[src/rtl/assert_macros.svh]
// Assertion macros for the cache RTL, used by ttc_back.
// Depends on nothing; compiled out when SYNTH is defined.
`ifndef ASSERT_MACROS_SVH
`define ASSERT_MACROS_SVH

`ifndef SYNTH
`define TTC_ASSERT(lbl, clk, rstn, prop) \
  lbl: assert property (@(posedge clk) disable iff (!rstn) (prop)) \
    else $error("%m: assertion failed");
`define TTC_ASSERT_NEVER(lbl, clk, rstn, cond) \
  `TTC_ASSERT(lbl, clk, rstn, !(cond))
`else
`define TTC_ASSERT(lbl, clk, rstn, prop)
`define TTC_ASSERT_NEVER(lbl, clk, rstn, cond)
`endif

`endif

[src/rtl/ttc_pkg.sv]
// Types, constants and codes for the transposition table cache.
// Used by every module of the block but ttc_ram; depends on nothing.
package ttc_pkg;

  localparam int unsigned TABLE_SLOTS = 4096;
  localparam int unsigned SLOT_BITS   = $clog2(TABLE_SLOTS);
  localparam int unsigned PLY_LIMIT   = 128;
  localparam int unsigned QUEUE_DEPTH = 2;
  localparam int unsigned QPTR_W      = (QUEUE_DEPTH > 1) ? $clog2(QUEUE_DEPTH) : 1;
  localparam int unsigned QCNT_W      = $clog2(QUEUE_DEPTH + 1);

  localparam logic [6:0] DEPTH_CAP = 7'd127;
  localparam logic [6:0] PLY_MAX   = 7'(PLY_LIMIT - 1);

  localparam logic [14:0] MATE_THR_RESET = 15'd30000;

  // configuration register indexes
  localparam int unsigned CFG_IDX_W  = 1;
  localparam int unsigned CFG_DATA_W = 15;
  localparam logic [CFG_IDX_W-1:0] CFG_MATE_THR   = 1'd0;
  localparam logic [CFG_IDX_W-1:0] CFG_SEARCH_GEN = 1'd1;

  typedef enum logic {
    FUNC_PROBE = 1'b0,
    FUNC_STORE = 1'b1
  } ttc_func_e;

  // one item as it waits between front and back
  typedef struct packed {
    ttc_func_e   func;
    logic [63:0] hash;
    logic [7:0]  depth_in;
    logic [6:0]  depth_sat;
    logic [15:0] score;     // already adjusted for mate on a store
    logic [1:0]  bound;
    logic [31:0] move;
    logic [6:0]  ply;
  } ttc_entry_t;

  // one table slot as held in the RAM
  typedef struct packed {
    logic        valid;
    logic [63:0] key;
    logic [31:0] move;
    logic [15:0] score;
    logic [6:0]  depth;
    logic [1:0]  bound;
    logic [7:0]  gen;
  } ttc_slot_t;

  localparam int unsigned SLOT_W = $bits(ttc_slot_t);

endpackage

[src/rtl/ttc_front.sv]
// Front end: accepts items, saturates ply and depth, adjusts mate scores
// for stores and queues the entries for the back end. Depends on ttc_pkg.
module ttc_front (
  input  logic                clk_i,
  input  logic                rst_ni,
  input  logic                in_valid_i,
  output logic                in_ready_o,
  input  logic                func_i,
  input  logic [63:0]         position_hash_i,
  input  logic [7:0]          search_depth_i,
  input  logic signed [15:0]  score_in_i,
  input  logic [1:0]          bound_kind_i,
  input  logic [31:0]         move_in_i,
  input  logic [6:0]          ply_from_root_i,
  input  logic [14:0]         mate_thr_i,
  input  logic                clear_done_i,
  output logic                q_valid_o,
  output ttc_pkg::ttc_entry_t q_entry_o,
  input  logic                q_pop_i
);
  import ttc_pkg::*;

  ttc_entry_t        entry;
  ttc_entry_t        buf_q [QUEUE_DEPTH];
  logic [QPTR_W-1:0] wptr_q, wptr_d, rptr_q, rptr_d;
  logic [QCNT_W-1:0] cnt_q, cnt_d;
  logic              push;
  logic [6:0]        ply;
  logic signed [17:0] s_ext, thr_pos, thr_neg, ply_ext, s_adj;

  always_comb begin
    ply     = (ply_from_root_i > PLY_MAX) ? PLY_MAX : ply_from_root_i;
    s_ext   = 18'(score_in_i);
    thr_pos = $signed({3'b000, mate_thr_i});
    thr_neg = -thr_pos;
    ply_ext = $signed({11'd0, ply});
    // push mate scores away from zero so they are relative to this node
    if (s_ext >= thr_pos) begin
      s_adj = s_ext + ply_ext;
    end else if (s_ext <= thr_neg) begin
      s_adj = s_ext - ply_ext;
    end else begin
      s_adj = s_ext;
    end

    entry.func      = ttc_func_e'(func_i);
    entry.hash      = position_hash_i;
    entry.depth_in  = search_depth_i;
    entry.depth_sat = (search_depth_i > {1'b0, DEPTH_CAP}) ? DEPTH_CAP
                                                            : search_depth_i[6:0];
    entry.score     = s_adj[15:0];
    entry.bound     = bound_kind_i;
    entry.move      = move_in_i;
    entry.ply       = ply;
  end

  assign in_ready_o = (cnt_q != QCNT_W'(QUEUE_DEPTH)) && clear_done_i;
  assign push       = in_valid_i && in_ready_o;
  assign q_valid_o  = (cnt_q != '0);
  assign q_entry_o  = buf_q[rptr_q];

  always_comb begin
    wptr_d = wptr_q;
    rptr_d = rptr_q;
    cnt_d  = cnt_q;
    if (push) begin
      wptr_d = (wptr_q == QPTR_W'(QUEUE_DEPTH - 1)) ? '0 : wptr_q + 1'b1;
    end
    if (q_pop_i) begin
      rptr_d = (rptr_q == QPTR_W'(QUEUE_DEPTH - 1)) ? '0 : rptr_q + 1'b1;
    end
    if (push && !q_pop_i) begin
      cnt_d = cnt_q + 1'b1;
    end else if (!push && q_pop_i) begin
      cnt_d = cnt_q - 1'b1;
    end
  end

  always_ff @(posedge clk_i or negedge rst_ni) begin
    if (!rst_ni) begin
      wptr_q <= '0;
      rptr_q <= '0;
      cnt_q  <= '0;
    end else begin
      wptr_q <= wptr_d;
      rptr_q <= rptr_d;
      cnt_q  <= cnt_d;
    end
  end

  always_ff @(posedge clk_i) begin
    if (push) begin
      buf_q[wptr_q] <= entry;
    end
  end

endmodule

[config.mk]
export PLATFORM = sky130hd
export DESIGN_NAME = ttc_front
export DESIGN_NICKNAME = d
export VERILOG_FILES = /design/src/rtl/assert_macros.svh /design/src/rtl/ttc_pkg.sv /design/src/rtl/ttc_front.sv
export SDC_FILE = /design/constraint.sdc
export NUM_CORES = 1
export LEC_CHECK = 0
export ABC_AREA = 1
export BUFFER_PORTS_ARGS = -buffer_cell sky130_fd_sc_hd__buf_2
export CAP_MARGIN = 20
export CELL_PAD_IN_SITES_DETAIL_PLACEMENT = 0
export CELL_PAD_IN_SITES_GLOBAL_PLACEMENT = 1
export CORE_MARGIN = 5
export CORE_UTILIZATION = 44
export CTS_CLUSTER_SIZE = 10
export DETAILED_ROUTE_END_ITERATION = 8
export MAX_ROUTING_LAYER = met4
export PLACE_DENSITY_LB_ADDON = 0.2
export REMOVE_ABC_BUFFERS = 1
export SYNTH_ARGS = -nofsm -noshare
export SYNTH_HDL_FRONTEND = slang
export SYNTH_SLANG_ARGS = --single-unit
[constraint.sdc]
create_clock -name clk_i -period 9.14 [get_ports clk_i]
set_input_delay 0.914 -clock clk_i [delete_from_list [all_inputs] [get_ports clk_i]]
set_output_delay 0.914 -clock clk_i [all_outputs]
set_load 0.02 [all_outputs]
==> results of run 1 <==
area by class of cell:
type	instances	share of cell area, %
Clock inverter	5	0.307
Multi-Input combinational cell	522	25.4
Antenna cell	6	0.0971
Tap cell	384	3.11
Clock buffer	38	5.74
Timing Repair Buffer	294	9.69
Sequential cell	278	53.9
Inverter	73	1.77
how the worst max path moves through the flow:
stage,startpoint,end,slack [ns],cells past startpoint
3_5_place_dp,mate_thr_i[1],buf_q[0][41],4.89,19
4_1_cts,rptr_q,q_entry_o[135],5.09,3
3_3_place_gp,mate_thr_i[1],buf_q[0][41],4.95,19
6_report,rptr_q,q_entry_o[135],5.14,3
5_1_grt,rptr_q,q_entry_o[14],5.00,3
2_1_floorplan,clear_done_i,buf_q[0][0],1.04,3
sequential cells by signal (all words and copies together), names as in the netlist:
| register | count |
|---|---|
| rptr_q | 1 |
| cnt_q | 2 |
| buf_q | 274 |
| wptr_q | 1 |
cell families (layout without fill, tap and decap cells):
family          count (synthesis)  count (layout)  share of synthesized area, %
buf+inv                       105             410                          3.49
compound gates                 44              44                          1.98
other cells                     0               6                             0
fa+ha+maj                      52              52                          5.25
mux                           137             137                          12.2
flops                         278             278                          65.7
simple gates                  252             252                          8.90
xor+xnor                       37              37                          2.56
critical path, stage by stage, from the launching register on:
cell     delay [ns]
dfrtp_4        0.99
buf_4          0.90
mux2_2         0.43
buf_2          0.18
layer usage:
layer / wire [um] / GRT usage, %
met1: 12200 / 21.8
met5: 0 / -
met4: 436 / 3.84
met3: 1590 / 3.70
met2: 13800 / 28.8
power by group through the flow:
stage          Sequential (W)  Combinational, W  Clock (W)
2_1_floorplan         0.00175          0.000810          0
3_3_place_gp          0.00170           0.00123          0
3_5_place_dp          0.00171           0.00123          0
4_1_cts               0.00168           0.00124    0.00117
5_1_grt               0.00170           0.00130    0.00123
6_report              0.00168           0.00121    0.00114
synthesized netlist by cell type (all sizes together) (3+ instances only):
| library cell | n | share of area (%) |
|---|---|---|
| nor3 | 17 | 0.75 |
| or2 | 9 | 0.44 |
| nand2 | 139 | 4.2 |
| a21oi | 24 | 0.98 |
| nand4 | 10 | 0.61 |
| o21bai | 3 | 0.18 |
| buf | 19 | 0.94 |
| o21ai | 10 | 0.42 |
| nand3 | 35 | 1.4 |
| dfrtp | 4 | 0.79 |
| clkbuf | 13 | 0.39 |
| xor2 | 34 | 2.3 |
| nor2 | 38 | 1.3 |
| xnor2 | 3 | 0.21 |
| edfxtp | 274 | 65 |
| inv | 73 | 2.2 |
| ha | 50 | 4.9 |
| mux2 | 137 | 12 |
metrics by stage:
stage | cells | power (W)
3_5_place_dp | 1551 | 0.00294
2_1_floorplan | 873 | 0.00256
5_1_grt | 1598 | 0.00423
3_3_place_gp | 1550 | 0.00293
4_1_cts | 1594 | 0.00409
6_report | 1600 | 0.00403
==> qor.txt, run 1 <==
Status - complete, no violations
Clock Tree Buf Depth - 3
Worst Clk Skew - 0.0109 ns
Clk Latency, worst-skew pair - 0.49 ns
Final ANT Viol Nets - 0
Flop-to-flop setup slack - 5.68 ns
Share of post-route cells with drive strength above 1 - 40.8%
Max Fclk - 0.250 GHz
Prevailing post-synth register cell - edfxtp_1
Hold Path Class - input pin to async pin
Overall global routing resource usage - 17.2%
Least-Margin Pin Slew - 1.04 ns
Max IR drop VDD - 0.132 mV
Worst setup margin - 5.14 ns
Vias in the first global route - 7812
Final Util - 54.2%
Crit end category - output port
Post-CTS Resized - 0
CTS Buf Count - 34
Drt drc - 0
Iter 0 DRT Violations - 372
Drt first pass iters - 4
Max FO, Critical Path - 76
Area growth, synth to finish - 21.9%
Post-CTS Setup Bufs - 0
R2R Path End - buf_q[0][110]
Gr ovfl total - 0
Die footprint - 32300 um^2
Relative slew slack - 30.4%
Multi-input gate area - 3930 um^2
Most common cell after layout, fill and taps aside - buf_2
Largest net degree at the start of global routing - 77
Sequential share of the synthesized area - 65.7%
Htree depth - 2
Clock power frac - 28.3%
Final instance area - 15500 um^2
Worst-case reg-to-reg path depth - 6
Port Buffers - 288
CTS sink count - 278
Die extent in x - 180 um
Flop pwr share - 41.6%
Setup total negative slack - 0 ns
Top Ports - 289
Tightest hold margin - 0.221 ns
Fillers - 2512
Gpl congestion - 0.858
Final Hold Violating Endpoints - 0
Net Sw Frac - 31.6%
Yosys warns - 0
Drt wl/cell - 17.5 um
Post-layout min period - 4.00 ns
Final worst-path cycle share - 43.8%
Count of cell types in the netlist - 42
DP Worst Slack - 4.89 ns
Psw - 0.00127 W
Clk slew on worst S/H paths - 0.05 ns
Final count of pins violating max slew - 0
Gate power share - 30.1%
Synthesized area - 12700 um^2
Vert. Die Dim - 180 um
# hold bufs at CTS - 0
WL final - 28.0 mm
Initial antenna violation count - 4
Initial Util - 44.4%
CP Data Required Time - 8.23 ns
Ys async rst share - 1.44%
Vias/cell - 4.90
Dpl hpwl - 20.2 mm
Synth Instances - 905
Via Count - 7846
Critical register-to-register path startpoint - cnt_q[0]
CTS tree - built
Syn_area_per_cell - 14.0 um^2
Yosys reg bits - 278
Internal power - 0.00276 W
Leak - 6.30 nW
Crit start category - flip-flop
WP data arrival - 3.09 ns
CTS root buf - clkbuf_16
Number of max-cap violations - 0
Commonest cells after routing, fill and taps aside - 288 x buf_2, 274 x edfxtp_1, 137 x nand2_1, 137 x mux2_2, 72 x inv_1
Number of synthesized flops with an enable pin - 274
CP Class - flip-flop to output port
Cell row count - 62
RSZ-0062 raised after global routing - false
Core Region - 28500 um^2
Post-DP Area - 14500 um^2
Register area - 8330 um^2
# setup viols final - 0
Pwr per Cell Area - 261 nW/um^2
Final net count - 1405
First-pass GRT wire length - 43.2 mm
Note: power is estimated with default switching activity, not from simulation.
==> run 2, diff against run 1 <==
--- a/config.mk
+++ b/config.mk
@@ -11,7 +11,7 @@
 export CELL_PAD_IN_SITES_DETAIL_PLACEMENT = 0
 export CELL_PAD_IN_SITES_GLOBAL_PLACEMENT = 1
 export CORE_MARGIN = 5
-export CORE_UTILIZATION = 44
+export CORE_UTILIZATION = 40
 export CTS_CLUSTER_SIZE = 10
 export DETAILED_ROUTE_END_ITERATION = 8
 export MAX_ROUTING_LAYER = met4
==> constraint.sdc (replaced) <==
create_clock -name clk_i -period 3.35 [get_ports clk_i]
set_input_delay 0.335 -clock clk_i [delete_from_list [all_inputs] [get_ports clk_i]]
set_output_delay 0.335 -clock clk_i [all_outputs]
set_load 0.02 [all_outputs]
==> qor.txt, run 2 (synthesized netlist as in run 1, its figures left out) <==
Htree depth - 1 (-1)
# setup viols final - 0 (unchanged)
Cell row count - 65 (+4.8%)
Gpl congestion - 0.815 (-5.0%)
Gate power share - 32.3% (+2.2 points)
Drt first pass iters - 7 (+3)
Setup total negative slack - 0 ns (unchanged)
Final Hold Violating Endpoints - 0 (unchanged)
Pwr per Cell Area - 660 nW/um^2 (+150%)
Iter 0 DRT Violations - 318 (-15%)
ANT cells - 0 (-6)
Via Count - 8177 (+4.2%)
Sequence of cells on the critical path - buf_2, inv_1, ha_1, nand3_1, nor2_1, nand3_1, nor2_1, nand3_1, o31ai_1, nand2_1, ha_1, nand2_1, nor2_4, and2_1, nand3_1, nand4_1, nand3_2, buf_12, nor2_1, o21ai_0
Dpl hpwl - 20.3 mm (+0.55%)
Overall global routing resource usage - 16.4% (-0.89 points)
Crit start category - input pin
Psw - 0.00347 W (+170%)
Port Buffers - 288 (unchanged)
Final count of pins violating max slew - 0 (unchanged)
Number of max-cap violations - 0 (unchanged)
Vias/cell - 4.72 (-3.7%)
Die footprint - 35400 um^2 (+9.4%)
Worst Clk Skew - 0.00578 ns (-0.00514 ns)
Die extent in x - 188 um (+4.6%)
CP delay by family, top - simple AND/OR/NAND/NOR gates
Worst path max stage delay - 0.27 ns (-0.72 ns)
Share of post-route cells with drive strength above 1 - 37.2% (-3.6 points)
WP data arrival - 3.07 ns (-0.02 ns)
Clock power frac - 26.2% (-2.1 points)
Met1 Resource Use GR - 21.1% (-0.73 points)
Relative slew slack - 51.7% (+21 points)
Area growth, synth to finish - 30.6%
Initial antenna violation count - 0 (-4)
Max reg flops - 274 (unchanged)
Final Util - 52.8% (-1.4 points)
Initial Util - 40.4% (-4.0 points)
Clk slew on worst S/H paths - 0.05 ns (about the same)
Final instance area - 16600 um^2 (+7.1%)
Commonest cells after routing, fill and taps aside - 288 x buf_2, 274 x edfxtp_1, 137 x nand2_1, 137 x mux2_2, 108 x dlygate4sd3_1
Global routing usage on met3 - 3.22% (-0.48 points)
Biggest register - buf_q
Internal power - 0.00746 W (+170%)
Final net count - 1517 (+8.0%)
Flop pwr share - 41.5% (about the same)
Crit path top cell by count - nand3_1
Crit path buf inv count - 3 (+1)
Crit end category - flip-flop
Vert. Die Dim - 188 um (+4.6%)
Max Fclk - 0.357 GHz
First-pass GRT wire length - 45.7 mm (+5.8%)
Post-CTS Setup Bufs - 0 (unchanged)
Drt drc - 0 (unchanged)
CTS Buf Count - 31 (-8.8%)
Top Ports - 289 (unchanged)
Crit-path slowest cell - ha_1
Placed cells - 1576 (+1.6%)
Drt wl/cell - 16.9 um (-3.6%)
Most common cell after layout, fill and taps aside - buf_2
Core Region - 31400 um^2 (+10%)
Vias in the first global route - 8365 (+7.1%)
Max IR drop VDD - 0.323 mV (+140%)
Hold Path Class - input pin to flip-flop
Max FO, Critical Path - 21 (-72%)
Clk Latency, worst-skew pair - 0.53 ns (+0.04 ns)
GR Util met2 - 27.5% (-1.3 points)
Post-layout min period - 2.80 ns
Final ANT Viol Nets - 0 (unchanged)
CTS sink count - 278 (unchanged)
CTS tree - built
Net Sw Frac - 31.8% (+0.20 points)
CTS root buf - clkbuf_16
Largest registers - buf_q (274), cnt_q (2)
Leak - 6.75 nW (+7.2%)
Status - complete, no violations
CP Class - input pin to flip-flop
Gr ovfl total - 0 (unchanged)
RSZ-0062 raised after global routing - false
Least-Margin Pin Slew - 0.723 ns (-0.322 ns)
Post-route insts no fill - 1731 (+8.2%)
CP Data Required Time - 3.61 ns (-4.62 ns)
Final worst-path cycle share - 83.7%
Largest net degree at the start of global routing - 98 (+27%)
WL final - 29.2 mm (+4.3%)
Post-DP Area - 14600 um^2 (+0.86%)
Busiest metal layer after global routing - met2
Clock Tree Buf Depth - 3 (unchanged)
run 2: area by class of cell:
class	instances	area, um^2
Fill cell	2732	14800
Sequential cell	278	8330
Multi-Input combinational cell	522	3930
Timing Repair Buffer	409	2680
Clock buffer	45	828
Tap cell	402	503
Inverter	73	274
Clock inverter	2	12.5
run 2: final timing paths:
| path | startpoint | depth (start not counted) | slack (ns) | end |
|---|---|---|---|---|
| worst min-delay path | ply_from_root_i[0] | 1 | 0.04 | buf_q[1][0] |
| worst max register to register | cnt_q[0] | 5 | 1.40 | buf_q[1][64] |
| max in group asynchronous | rst_ni | 2 | 2.99 | rptr_q |
| min in group asynchronous | rst_ni | 2 | 0.22 | cnt_q[1] |
| worst min register to register | cnt_q[0] | 1 | 0.47 | cnt_q[0] |
| worst max-delay path | mate_thr_i[1] | 20 | 0.55 | buf_q[1][41] |
run 2: metal layers:
metal  vias to the layer above  part of all wire, %
met5                         -                    0
met4                         0                  1.0
met3                        27                  5.7
met2                       199                   49
met1                      3901                   44
li1                       4050                    -
run 2: stage by stage:
stage | worst slack [ns] | hold WS (ns) | total power, W
floorplan | -4.23 | 0.0394 | 0.00699
global route | 0.155 | 0.0142 | 0.0115
CTS | 0.532 | 0.0117 | 0.0111
finish | 0.546 | 0.0381 | 0.0109
global placement | 0.0588 | 0.152 | 0.00806
detailed placement | -0.0353 | 0.151 | 0.00808
run 2: repair_timing:
| action | 4_1_cts | 5_1_grt |
|---|---|---|
| gates resized for setup | 0 | 0 |
| hold buffers | 108 | 0 |
| endpoints found under the hold margin | 217 | 0 |
| setup endpoints to repair | 0 | 0 |
run 2: power groups by stage:
stage	Sequential (W)	Combinational, W	Clock [W]
after floorplan	0.00479	0.00221	0
after global placement	0.00459	0.00347	0
after detailed placement	0.00461	0.00346	0
after CTS	0.00454	0.00359	0.00295
after global routing	0.00458	0.00379	0.00311
final	0.00454	0.00353	0.00286
==> run 3, diff against run 2 <==
==> constraint.sdc (replaced) <==
create_clock -name clk_i -period 2.5 [get_ports clk_i]
set_input_delay 0.25 -clock clk_i [delete_from_list [all_inputs] [get_ports clk_i]]
set_output_delay 0.25 -clock clk_i [all_outputs]
set_load 0.02 [all_outputs]
==> qor.txt, run 3 (synthesized netlist as in run 1, its figures left out) <==
Hold Path Class - input pin to flip-flop
CP Data Required Time - 2.73 ns (-0.88 ns)
Final instance area - 17500 um^2 (+5.5%)
Die extent in x - 188 um (unchanged)
Crit path top cell by count - nand2_1
Crit path buf inv count - 3 (unchanged)
Post-DP Area - 15000 um^2 (+2.6%)
Worst setup margin - -0.102 ns (-0.647 ns)
Worst Clk Skew - 0.0152 ns (+0.00942 ns)
CTS Buf Count - 34 (+9.7%)
Least-Margin Pin Slew - 0.537 ns (-0.185 ns)
R2R Path End - buf_q[0][41]
Final net count - 1575 (+3.8%)
Port Buffers - 288 (unchanged)
Final worst-path cycle share - 104%
Initial antenna violation count - 2 (+2)
Hold path endpoint - buf_q[0][6]
Dpl hpwl - 21.1 mm (+3.7%)
Initial Util - 40.4% (unchanged)
Core Region - 31400 um^2 (unchanged)
WL final - 30.5 mm (+4.3%)
Largest net degree at the start of global routing - 57 (-42%)
Cell row count - 65 (unchanged)
Largest registers - buf_q (274), cnt_q (2)
Hold_sp - ply_from_root_i[6]
Vias in the first global route - 9012 (+7.7%)
Final ANT Viol Nets - 0 (unchanged)
# setup viols final - 32 (+32)
Drt wl/cell - 17.0 um (+0.87%)
Commonest cells after routing, fill and taps aside - 286 x buf_2, 274 x edfxtp_1, 137 x mux2_2
Most common cell after layout, fill and taps aside - buf_2
Max Fclk - 0.384 GHz
Total design power - 0.0153 W (+40%)
Biggest register - buf_q
CTS sink count - 278 (unchanged)
Iter 0 DRT Violations - 336 (+5.7%)
Crit end category - flip-flop
Status - complete, but fails checks
Crit-path slowest cell - ha_1
Share of post-route cells with drive strength above 1 - 42.9% (+5.7 points)
CTS root buf - clkbuf_16
Via Count - 8524 (+4.2%)
Fillers - 2644 (-3.2%)
Drt drc - 0 (unchanged)
Max FO, Critical Path - 6 (-71%)
Critical register-to-register path startpoint - cnt_q[0]
Vias/cell - 4.76 (+0.81%)
Die footprint - 35400 um^2 (unchanged)
CP Class - input pin to flip-flop
Leak - 7.16 nW (+6.0%)
Htree depth - 2 (+1)
Number of max-cap violations - 0 (unchanged)
Hold path cells - 1 (unchanged)
Drt first pass iters - 5 (-2)
Clock Tree Buf Depth - 3 (unchanged)
Tightest hold margin - 0.0411 ns (+0.00296 ns)
Max reg flops - 274 (unchanged)
Area growth, synth to finish - 37.7%
CTS tree - built
Vert. Die Dim - 188 um (unchanged)
Pwr per Cell Area - 876 nW/um^2 (+33%)
Gpl congestion - 0.833 (+2.2%)
CP delay by family, top - simple AND/OR/NAND/NOR gates
Sequence of cells on the critical path - buf_8, nor3_4, nand4_1, nor3_2, nand4_1, buf_4, nor3_2, ha_1, nand2_1, nand2_1, nand2_1, nand2_1, a21oi_2, nand3_1, nand2_2, nand3_4, buf_12, nand2_2, nand2_1, nand2_1, nand2_1
Final Hold Violating Endpoints - 0 (unchanged)
Gr ovfl total - 0 (unchanged)
WP data arrival - 2.84 ns (-0.23 ns)
Clk Latency, worst-skew pair - 0.49 ns (-0.04 ns)
RSZ-0062 raised after global routing - true
Worst-case reg-to-reg path depth - 5 (unchanged)
Max IR drop VDD - 0.441 mV (+36%)
Worst path max stage delay - 0.27 ns (about the same)
Crit start category - input pin
Flop-to-flop setup slack - 0.63 ns (-0.77 ns)
Relative slew slack - 64.1% (+12 points)
First-pass GRT wire length - 48.5 mm (+6.0%)
Failing checks - setup timing
Overall global routing resource usage - 17.4% (+1.0 points)
Final count of pins violating max slew - 0 (unchanged)
Top Ports - 289 (unchanged)
Clk slew on worst S/H paths - 0.05 ns (about the same)
Post-layout min period - 2.60 ns
## run 3: power by group
group	internal [W]	leakage, nW	total, W	switching [W]
clock network	0.00253	0.459	0.00425	0.00172
logic	0.00209	4.15	0.00503	0.00295
registers	0.00582	2.54	0.00601	0.000192
## run 3: repair_timing
item | CTS | global route
pin swaps | 4 | 13
endpoints found under the hold margin | 227 | 0
endpoints found under the setup margin | 32 | 32
gates cloned | 2 | 1
hold buffers | 113 | 0
setup buffers | 4 | 1
gates resized for setup | 28 | 38
## run 3: stage by stage
stage | worst slack (ns) | TNS, ns | instances | utilization, %
4_1_cts | -0.0961 | -2.72 | 1786 | 55.1
6_report | -0.102 | -2.48 | 1790 | 55.6
2_1_floorplan | -5.08 | -1606.39 | 873 | -
5_1_grt | -0.317 | -9.04 | 1790 | 55.6
3_5_place_dp | -0.767 | -21.35 | 1618 | 47.8
3_3_place_gp | -0.682 | -19.37 | 1618 | 47.8
## run 3: area by class of cell
cell class	instances	area [um^2]	share of cell area [%]
sequential	278	8330	47.7
antenna	2	5.00	0.0287
inverter	73	279	1.60
multi-input combinational	522	4150	23.7
clock inverter	6	51.3	0.294
clock buffer	43	906	5.19
timing repair buffer	464	3240	18.6
tap	402	503	2.88
## run 3: how the worst max path moves through the flow
| stage | startpoint | endpoint | slack, ns | cells past startpoint |
|---|---|---|---|---|
| after detailed placement | mate_thr_i[1] | buf_q[0][41] | -0.77 | 22 |
| after global routing | mate_thr_i[0] | buf_q[0][54] | -0.32 | 21 |
| final | mate_thr_i[0] | buf_q[0][55] | -0.10 | 21 |
| after global placement | mate_thr_i[1] | buf_q[0][41] | -0.68 | 20 |
| after CTS | mate_thr_i[0] | buf_q[1][47] | -0.1 | 20 |
| after floorplan | cnt_q[0] | buf_q[0][0] | -5.08 | 4 |
## run 3: metal layers
metal / vias up / share of wire [%] / track usage (%)
met3: 45 / 6.0 / 3.54
li1: 4172 / - / -
met4: 0 / 2.3 / 4.88
met5: - / 0 / -
met1: 4071 / 42 / 21.4
met2: 236 / 50 / 29.2
